### config.mk
export PLATFORM = sky130hd
export DESIGN_NAME = uart_register_fifo_front_top
export DESIGN_NICKNAME = d
export VERILOG_FILES = /design/src/hdl/urff_pkg.sv /design/src/hdl/urff_ram.sv /design/src/hdl/uart_register_fifo_front_top.sv
export VERILOG_INCLUDE_DIRS = /design/src /design/src/hdl
export SDC_FILE = /design/constraint.sdc
export NUM_CORES = 1
export LEC_CHECK = 0
export BUFFER_PORTS_ARGS = -buffer_cell sky130_fd_sc_hd__buf_4
export CORE_MARGIN = 5
export CORE_UTILIZATION = 32
export DETAILED_ROUTE_END_ITERATION = 12
export GPL_TIMING_DRIVEN = 0
export REMOVE_ABC_BUFFERS = 1
export SYNTH_ARGS = -nofsm -noshare
export SYNTH_HDL_FRONTEND = slang
export SYNTH_HIERARCHICAL = 1
export SYNTH_SLANG_ARGS = --single-unit
### constraint.sdc
create_clock -name clock -period 5.4 [get_ports clock]
set_input_delay 0.54 -clock clock [delete_from_list [all_inputs] [get_ports clock]]
set_output_delay 0.54 -clock clock [all_outputs]
set_load 0.005 [all_outputs]
### src/hdl/uart_register_fifo_front_top_macros.svh
// Assertion macros for the UART register front.
// Included by modules that carry concurrent checks; no other dependencies.
`ifndef UART_REGISTER_FIFO_FRONT_TOP_MACROS_SVH
`define UART_REGISTER_FIFO_FRONT_TOP_MACROS_SVH

// same-cycle implication, disabled during reset
`define URFF_ASSERT_NOW(label, clk, rst, ante, cons) \
   label: assert property (@(posedge clk) disable iff (rst) (ante) |-> (cons)) \
      else $error("urff check failed: same-cycle implication");

// next-cycle implication, disabled during reset
`define URFF_ASSERT_NEXT(label, clk, rst, ante, cons) \
   label: assert property (@(posedge clk) disable iff (rst) (ante) |=> (cons)) \
      else $error("urff check failed: next-cycle implication");

`endif

### src/hdl/urff_pkg.sv
// Shared types and register map for the UART register front.
// No dependencies; imported by the top level.
`default_nettype none
package urff_pkg;

   typedef enum logic [1:0] {
      OP_READ     = 2'd0,
      OP_WRITE    = 2'd1,
      OP_RX_BYTE  = 2'd2,
      OP_TX_READY = 2'd3
   } op_type;

   localparam logic [7:0] REG_TXLEVEL = 8'd0;
   localparam logic [7:0] REG_RXLEVEL = 8'd4;
   localparam logic [7:0] REG_RXCHAR  = 8'd8;
   localparam logic [7:0] REG_TXCHAR  = 8'd12;
   localparam logic [7:0] REG_CLKDIV  = 8'd16;

   typedef struct packed {
      op_type      op;
      logic [7:0]  addr;
      logic [31:0] wdata;
      logic [7:0]  rx_byte;
   } req_payload_type;

   typedef struct packed {
      logic [31:0] rdata;
      logic        tx_valid;
      logic [7:0]  tx_byte;
      logic        tx_irq;
      logic        rx_irq;
      logic        tx_overflow;
      logic        rx_overflow;
   } rsp_payload_type;

endpackage
`default_nettype wire

### src/hdl/urff_ram.sv
// Generic simple dual-port RAM: one write port, one registered read port.
// No dependencies.
`default_nettype none
module urff_ram #(
   parameter int WIDTH = 8,
   parameter int DEPTH = 32
) (
   input  wire logic                     clock,
   input  wire logic                     we,
   input  wire logic [$clog2(DEPTH)-1:0] waddr,
   input  wire logic [WIDTH-1:0]         wdata,
   input  wire logic [$clog2(DEPTH)-1:0] raddr,
   output logic      [WIDTH-1:0]         rdata
);

   logic [WIDTH-1:0] mem_ff [DEPTH];
   logic [WIDTH-1:0] rdata_ff;

   always_ff @(posedge clock) begin
      if (we) begin
         mem_ff[waddr] <= wdata;
      end
      rdata_ff <= mem_ff[raddr];
   end

   assign rdata = rdata_ff;

endmodule
`default_nettype wire

### src/hdl/uart_register_fifo_front_top.sv
// Top level of the UART register front: bus decode, TX and RX byte FIFOs.
// Depends on urff_pkg, urff_ram and uart_register_fifo_front_top_macros.svh.
//
//   channel | direction | handshake            | payload
//   req     | in        | req_valid/req_stall  | urff_pkg::req_payload_type
//   rsp     | out       | rsp_valid/rsp_stall  | urff_pkg::rsp_payload_type
//
// One item per cycle sustained while rsp_stall is low; each item passes through the input
// register and then the result register. Each FIFO RAM is read at the next head, so
// its registered read data matches the current head and its read port adds no register.
// Synchronous active-high reset empties both FIFOs and drops any item in flight.
// A stalled result holds; one more item is taken into the input register behind it.
// Reset needs no clearing pass: FIFO contents count only below the fill level.
`default_nettype none
module uart_register_fifo_front_top #(
   parameter int FIFO_DEPTH = 32
) (
   input  wire logic                      clock,
   input  wire logic                      reset,
   input  wire logic                      req_valid,
   output logic                           req_stall,
   input  wire urff_pkg::req_payload_type req_payload,
   output logic                           rsp_valid,
   input  wire logic                      rsp_stall,
   output urff_pkg::rsp_payload_type      rsp_payload
);
   import urff_pkg::*;
   `include "uart_register_fifo_front_top_macros.svh"

   localparam int AW = $clog2(FIFO_DEPTH);
   localparam int CW = $clog2(FIFO_DEPTH + 1);
   localparam logic [CW-1:0] DEPTH_CNT = CW'(FIFO_DEPTH);
   localparam logic [AW-1:0] LAST_IDX  = AW'(FIFO_DEPTH - 1);

   function automatic logic [AW-1:0] wrap_sum(input logic [AW-1:0] head,
                                             input logic [CW-1:0] count);
      logic [CW:0] s;
      s = (CW+1)'(head) + (CW+1)'(count);
      if (s >= (CW+1)'(FIFO_DEPTH)) begin
         s = s - (CW+1)'(FIFO_DEPTH);
      end
      return AW'(s);
   endfunction

   function automatic logic [AW-1:0] next_idx(input logic [AW-1:0] head);
      return (head == LAST_IDX) ? '0 : AW'(head + 1'b1);
   endfunction

   logic            s1_valid_ff, s1_valid_in;
   req_payload_type s1_ff, s1_in;
   logic            rsp_valid_ff, rsp_valid_in;
   rsp_payload_type rsp_ff, rsp_in;

   logic [CW-1:0] tx_count_ff, tx_count_in, tx_count_step;
   logic [AW-1:0] tx_head_ff, tx_head_in, tx_head_step;
   logic [CW-1:0] rx_count_ff, rx_count_in, rx_count_step;
   logic [AW-1:0] rx_head_ff, rx_head_in, rx_head_step;

   logic       tx_byp_ff, tx_byp_in, rx_byp_ff, rx_byp_in;
   logic [7:0] tx_byp_data_ff, rx_byp_data_ff;

   logic          advance, accept;
   logic          tx_push, tx_we, rx_push, rx_we;
   logic [AW-1:0] tx_waddr, rx_waddr;
   logic [7:0]    tx_wdata, rx_wdata, tx_ram_rdata, rx_ram_rdata, tx_rd, rx_rd;
   rsp_payload_type result;

   assign advance   = s1_valid_ff && (!rsp_valid_ff || !rsp_stall);
   assign req_stall = s1_valid_ff && !advance;
   assign accept    = req_valid && !req_stall;

   assign tx_rd = tx_byp_ff ? tx_byp_data_ff : tx_ram_rdata;
   assign rx_rd = rx_byp_ff ? rx_byp_data_ff : rx_ram_rdata;

   always_comb begin
      result        = '0;
      tx_count_step = tx_count_ff;
      tx_head_step  = tx_head_ff;
      rx_count_step = rx_count_ff;
      rx_head_step  = rx_head_ff;
      tx_push       = 1'b0;
      rx_push       = 1'b0;
      tx_wdata      = s1_ff.wdata[7:0];
      rx_wdata      = s1_ff.rx_byte;
      tx_waddr      = wrap_sum(tx_head_ff, tx_count_ff);
      rx_waddr      = wrap_sum(rx_head_ff, rx_count_ff);
      case (s1_ff.op)
         OP_READ: begin
            if (s1_ff.addr == REG_TXLEVEL) begin
               result.rdata = {8'(DEPTH_CNT - tx_count_ff), 24'h000000};
            end else if (s1_ff.addr == REG_RXLEVEL) begin
               result.rdata = {8'(rx_count_ff), 24'h000000};
            end else if (s1_ff.addr == REG_RXCHAR) begin
               if (rx_count_ff != '0) begin
                  result.rdata  = {24'h000000, rx_rd};
                  rx_head_step  = next_idx(rx_head_ff);
                  rx_count_step = rx_count_ff - 1'b1;
               end
            end
         end
         OP_WRITE: begin
            if (s1_ff.addr == REG_CLKDIV) begin
               result.tx_overflow = 1'b0;
            end else if (s1_ff.addr == REG_TXCHAR) begin
               if (tx_count_ff == DEPTH_CNT) begin
                  result.tx_overflow = 1'b1;
               end else begin
                  tx_push       = 1'b1;
                  tx_count_step = tx_count_ff + 1'b1;
               end
            end
         end
         OP_RX_BYTE: begin
            if (rx_count_ff == DEPTH_CNT) begin
               result.rx_overflow = 1'b1;
            end else begin
               rx_push       = 1'b1;
               rx_count_step = rx_count_ff + 1'b1;
            end
         end
         OP_TX_READY: begin
            if (tx_count_ff != '0) begin
               result.tx_valid = 1'b1;
               result.tx_byte  = tx_rd;
               tx_head_step    = next_idx(tx_head_ff);
               tx_count_step   = tx_count_ff - 1'b1;
            end
         end
         default: begin
            result = '0;
         end
      endcase
      result.tx_irq = (tx_count_step != DEPTH_CNT);
      result.rx_irq = (rx_count_step != '0);

      tx_we       = advance && tx_push;
      rx_we       = advance && rx_push;
      tx_count_in = advance ? tx_count_step : tx_count_ff;
      tx_head_in  = advance ? tx_head_step : tx_head_ff;
      rx_count_in = advance ? rx_count_step : rx_count_ff;
      rx_head_in  = advance ? rx_head_step : rx_head_ff;
      tx_byp_in   = tx_we && (tx_waddr == tx_head_in);
      rx_byp_in   = rx_we && (rx_waddr == rx_head_in);

      s1_valid_in  = accept ? 1'b1 : (advance ? 1'b0 : s1_valid_ff);
      s1_in        = accept ? req_payload : s1_ff;
      rsp_valid_in = advance ? 1'b1 : (rsp_stall ? rsp_valid_ff : 1'b0);
      rsp_in       = advance ? result : rsp_ff;
   end

   always_ff @(posedge clock) begin
      if (reset) begin
         s1_valid_ff  <= 1'b0;
         rsp_valid_ff <= 1'b0;
         tx_count_ff  <= '0;
         tx_head_ff   <= '0;
         rx_count_ff  <= '0;
         rx_head_ff   <= '0;
         tx_byp_ff    <= 1'b0;
         rx_byp_ff    <= 1'b0;
      end else begin
         s1_valid_ff  <= s1_valid_in;
         rsp_valid_ff <= rsp_valid_in;
         tx_count_ff  <= tx_count_in;
         tx_head_ff   <= tx_head_in;
         rx_count_ff  <= rx_count_in;
         rx_head_ff   <= rx_head_in;
         tx_byp_ff    <= tx_byp_in;
         rx_byp_ff    <= rx_byp_in;
      end
      s1_ff          <= s1_in;
      rsp_ff         <= rsp_in;
      tx_byp_data_ff <= tx_wdata;
      rx_byp_data_ff <= rx_wdata;
   end

   urff_ram #(
      .WIDTH(8),
      .DEPTH(FIFO_DEPTH)
   ) u_tx_ram (
      .clock(clock),
      .we   (tx_we),
      .waddr(tx_waddr),
      .wdata(tx_wdata),
      .raddr(tx_head_in),
      .rdata(tx_ram_rdata)
   );

   urff_ram #(
      .WIDTH(8),
      .DEPTH(FIFO_DEPTH)
   ) u_rx_ram (
      .clock(clock),
      .we   (rx_we),
      .waddr(rx_waddr),
      .wdata(rx_wdata),
      .raddr(rx_head_in),
      .rdata(rx_ram_rdata)
   );

   assign rsp_valid   = rsp_valid_ff;
   assign rsp_payload = rsp_ff;

   `URFF_ASSERT_NOW(a_tx_count_range, clock, reset, 1'b1, (tx_count_ff <= DEPTH_CNT))
   `URFF_ASSERT_NOW(a_rx_count_range, clock, reset, 1'b1, (rx_count_ff <= DEPTH_CNT))
   `URFF_ASSERT_NOW(a_tx_ovf_full, clock, reset, (rsp_valid && rsp_payload.tx_overflow), (!rsp_payload.tx_irq))
   `URFF_ASSERT_NOW(a_rx_ovf_nonempty, clock, reset, (rsp_valid && rsp_payload.rx_overflow), (rsp_payload.rx_irq))
   `URFF_ASSERT_NEXT(a_tx_pop_frees, clock, reset, (advance && result.tx_valid), (tx_count_ff != DEPTH_CNT))

endmodule
`default_nettype wire
==> flow_summary.toml <==
[clocking]
tritoncts = "done"
cts_resized = 0
cts_buffer_depth = 3
clk_latency_ps = 620
cts.htree.levels = 2
cts.clk_slew.worst_paths_ps = 60
cts_root_buf = "clkbuf_16"
cts_setup_buffers = 0
numCtsBuffers = 60
clock-sinks = 624
hold_buffers = 0

[run_status]
outcome = "finished, final reports clean"

[global_routing]
grt_pass1_wl_um = 81600
gr-usage-all-layers_pct = 12.5
grt_pass1_vias = 12858
grt_overflow_total = 0
grt_max_degree = 66
antenna_found_initial = 0

[critical_path]
critical_path_class = "register to register"
r2r-start = "s1_ff[48]$_DFFE_PP_"
cp_max_fo = 65
crit_path_start = "s1_ff[48]$_DFFE_PP_"
worstPathArrival_ps = 5200
required_ps = 5900
cp-end-kind = "register"
start_kind = "register"

[sta]
slew_headroom_pct = 14.7
period_share_pct = 87.1
hold_violations = 0
skew_ps = 17.1
rsz0062_at_grt = "false"
setup_violations = 0
worst_slew_pin_slew_ps = 1280
setup_tns_ps = 0
slew_viol_final = 0
max_freq_ghz = 0.213
min_period_ps = 4700

[floorplanning]
start_util_pct = 32.3
io-pin-count = 101
fp.dieH_um = 290
num_rows = 102
dieWidth_um = 290
die-area_um2 = 84000
core-area_um2 = 77600

[run]
maxCapViolCount = 0

[finish]
layout.cells.non_filler = 2462
area_delta_synth_final_pct = 14.4
drive_gt1_share_pct = 25.0
final_core_util_pct = 36.9
antenna_cells = 0
nets = 1443

[logic_synthesis]
yosys.area.top_type = "edfxtp_1"
synthTopCellsByCount = "edfxtp_1, mux4_2, nor2_1, dfxtp_1, clkbuf_1"
yosys.area.top_type_share_pct = 67.8
synth.avg_cell_area_um2 = 19.1
ys.flop_type = "edfxtp_1"
postSynthCellCount = 1309
ys_warn_count = 6
yosys_register_bits = 624
yosysSeqAreaShare_pct = 72.5
synth_edf_count = 566
yosysMostFrequentCell = "edfxtp_1"
synth_area_leaders = "edfxtp_1, mux4_2, dfxtp_1"
synthArstFlopShare_pct = 0
synth_cell_types = 64
synth_area_um2 = 25100

[placed_design]
dp.final_hpwl_um = 34000
port_buffers = 60
gp_congestion = 0.780
dp.cells = 2348

[power]
peakVddDrop_mv = 0.273
power.total_mw = 9.86
power_density_nw_per_um2 = 344
p_int_mw = 7.89
total_leakage_power_nw = 8.83
sw_frac_of_total_pct = 19.9
combinationalPowerShare_pct = 1.9
switchingPower_mw = 1.96
p_seq_share_pct = 54.7
clockPowerShare_pct = 43.4

[route]
wire_per_inst_um = 21.8
drt-initial-drc-count = 1020
vias = 12320
drt_wl_total_um = 53600
drt-pass1-iter-count = 5
avgViaCountPerCell = 5.00
ant_nets = 0
drc_errors = 0

[hold_path]
min_path_type = "primary input to register"
min-delay-start = "req_payload[4]"
-- state kept, by name (all words and copies together), names as in the netlist --
name / flops
u_tx_ram/rdata: 8
rx_wdata: 8
rsp_payload: 28
rx_byp_data_ff: 8
u_rx_ram/rdata: 8
s1_valid_ff: 1
tx_byp_data_ff: 8
rsp_valid: 1
u_tx_ram/mem_ff: 256
rx_count_ff: 6
tx_byp_ff: 1
rx_byp_ff: 1
tx_count_ff: 6
u_rx_ram/mem_ff: 256
tx_head_ff: 5
rx_head_ff: 5
s1_ff: 18
-- placed cells by master, fill, tap and decap left out, types with 6 or more instances in the layout --
master / netlist / final
clkinv_2: 0 / 9
nor2_1: 119 / 119
conb_1: 1 / 16
clkbuf_16: 0 / 61
mux4_2: 160 / 160
xor2_1: 7 / 7
buf_4: 29 / 60
inv_1: 20 / 17
edfxtp_1: 566 / 566
nand3b_1: 10 / 10
bufinv_16: 0 / 9
nand3_1: 14 / 14
ha_1: 17 / 17
a21oi_1: 23 / 23
xnor2_1: 18 / 18
nor3_1: 12 / 12
nor2b_1: 9 / 8
dfxtp_1: 58 / 58
clkinv_1: 0 / 13
o21ai_0: 12 / 11
nand2b_1: 8 / 8
clkbuf_1: 32 / 16
mux2_2: 20 / 19
mux2i_1: 25 / 25
or3_1: 8 / 8
and3_1: 6 / 6
or3b_2: 7 / 7
nand2_1: 25 / 25
-- worst paths after layout --
check / end / slack (ps) / cells past startpoint
max: u_rx_ram/rdata[2]$_DFF_P_ / 700 / 7
min: rx_wdata[4]$_DFFE_PP_ / 90 / 1
max reg2reg: u_rx_ram/rdata[2]$_DFF_P_ / 700 / 7
min reg2reg: rsp_valid$_SDFFE_PP0P_ / 500 / 2
-- cell families (layout without fill, tap and decap cells) --
group           Yosys count  after routing  share of synthesized area [%]
fa+ha+maj                19             19                           1.01
flops                   624            624                           72.5
compound gates           83             83                           2.32
simple gates            249            249                           4.96
buf+inv                 103            201                           2.09
mux                     205            205                           16.3
other cells               1             16                         0.0150
xor+xnor                 25             25                          0.874
-- layout make-up --
cell class / count / area (µm²)
inverter: 20 / 80.1
sequential: 624 / 18200
multi-input combinational: 597 / 6470
tap: 1040 / 1300
clock inverter: 37 / 434
fill: 7132 / 48900
clock buffer: 77 / 1590
timing repair buffer: 67 / 628
-- power groups by stage --
stage	Combinational, mW	Sequential, mW	Clock, mW
2_1_floorplan	0.107	5.45	0
3_3_place_gp	0.180	5.49	0
3_5_place_dp	0.186	5.50	0
4_1_cts	0.187	5.40	4.40
5_1_grt	0.202	5.40	4.60
6_report	0.185	5.39	4.28
-- per-layer routing --
layer	track usage (%)	share of wire (%)
met2	20.2	48
met1	17.5	44
met5	0	0
met3	2.34	5.7
met4	3.52	2.4
-- critical path, cell delays in order (launching register included) --
cell and delay (ps):
edfxtp_1 690, nor4b_1 560, nand3_1 300, nor4_1 670, mux2_8 820, mux4_2 640
mux4_2 540, mux2_2 310
-- through the flow --
stage / worst slack (ps) / cell area [µm²] / hold WS [ps]
after CTS: 626 / 28700 / 52.1
after global routing: 382 / 28700 / 60.5
after detailed placement: 557 / 26600 / 493
final: 696 / 28700 / 89.9
after floorplan: -2100 / 24700 / 442
after global placement: -7010 / 26400 / 472
(Power assumes the default switching activity.)
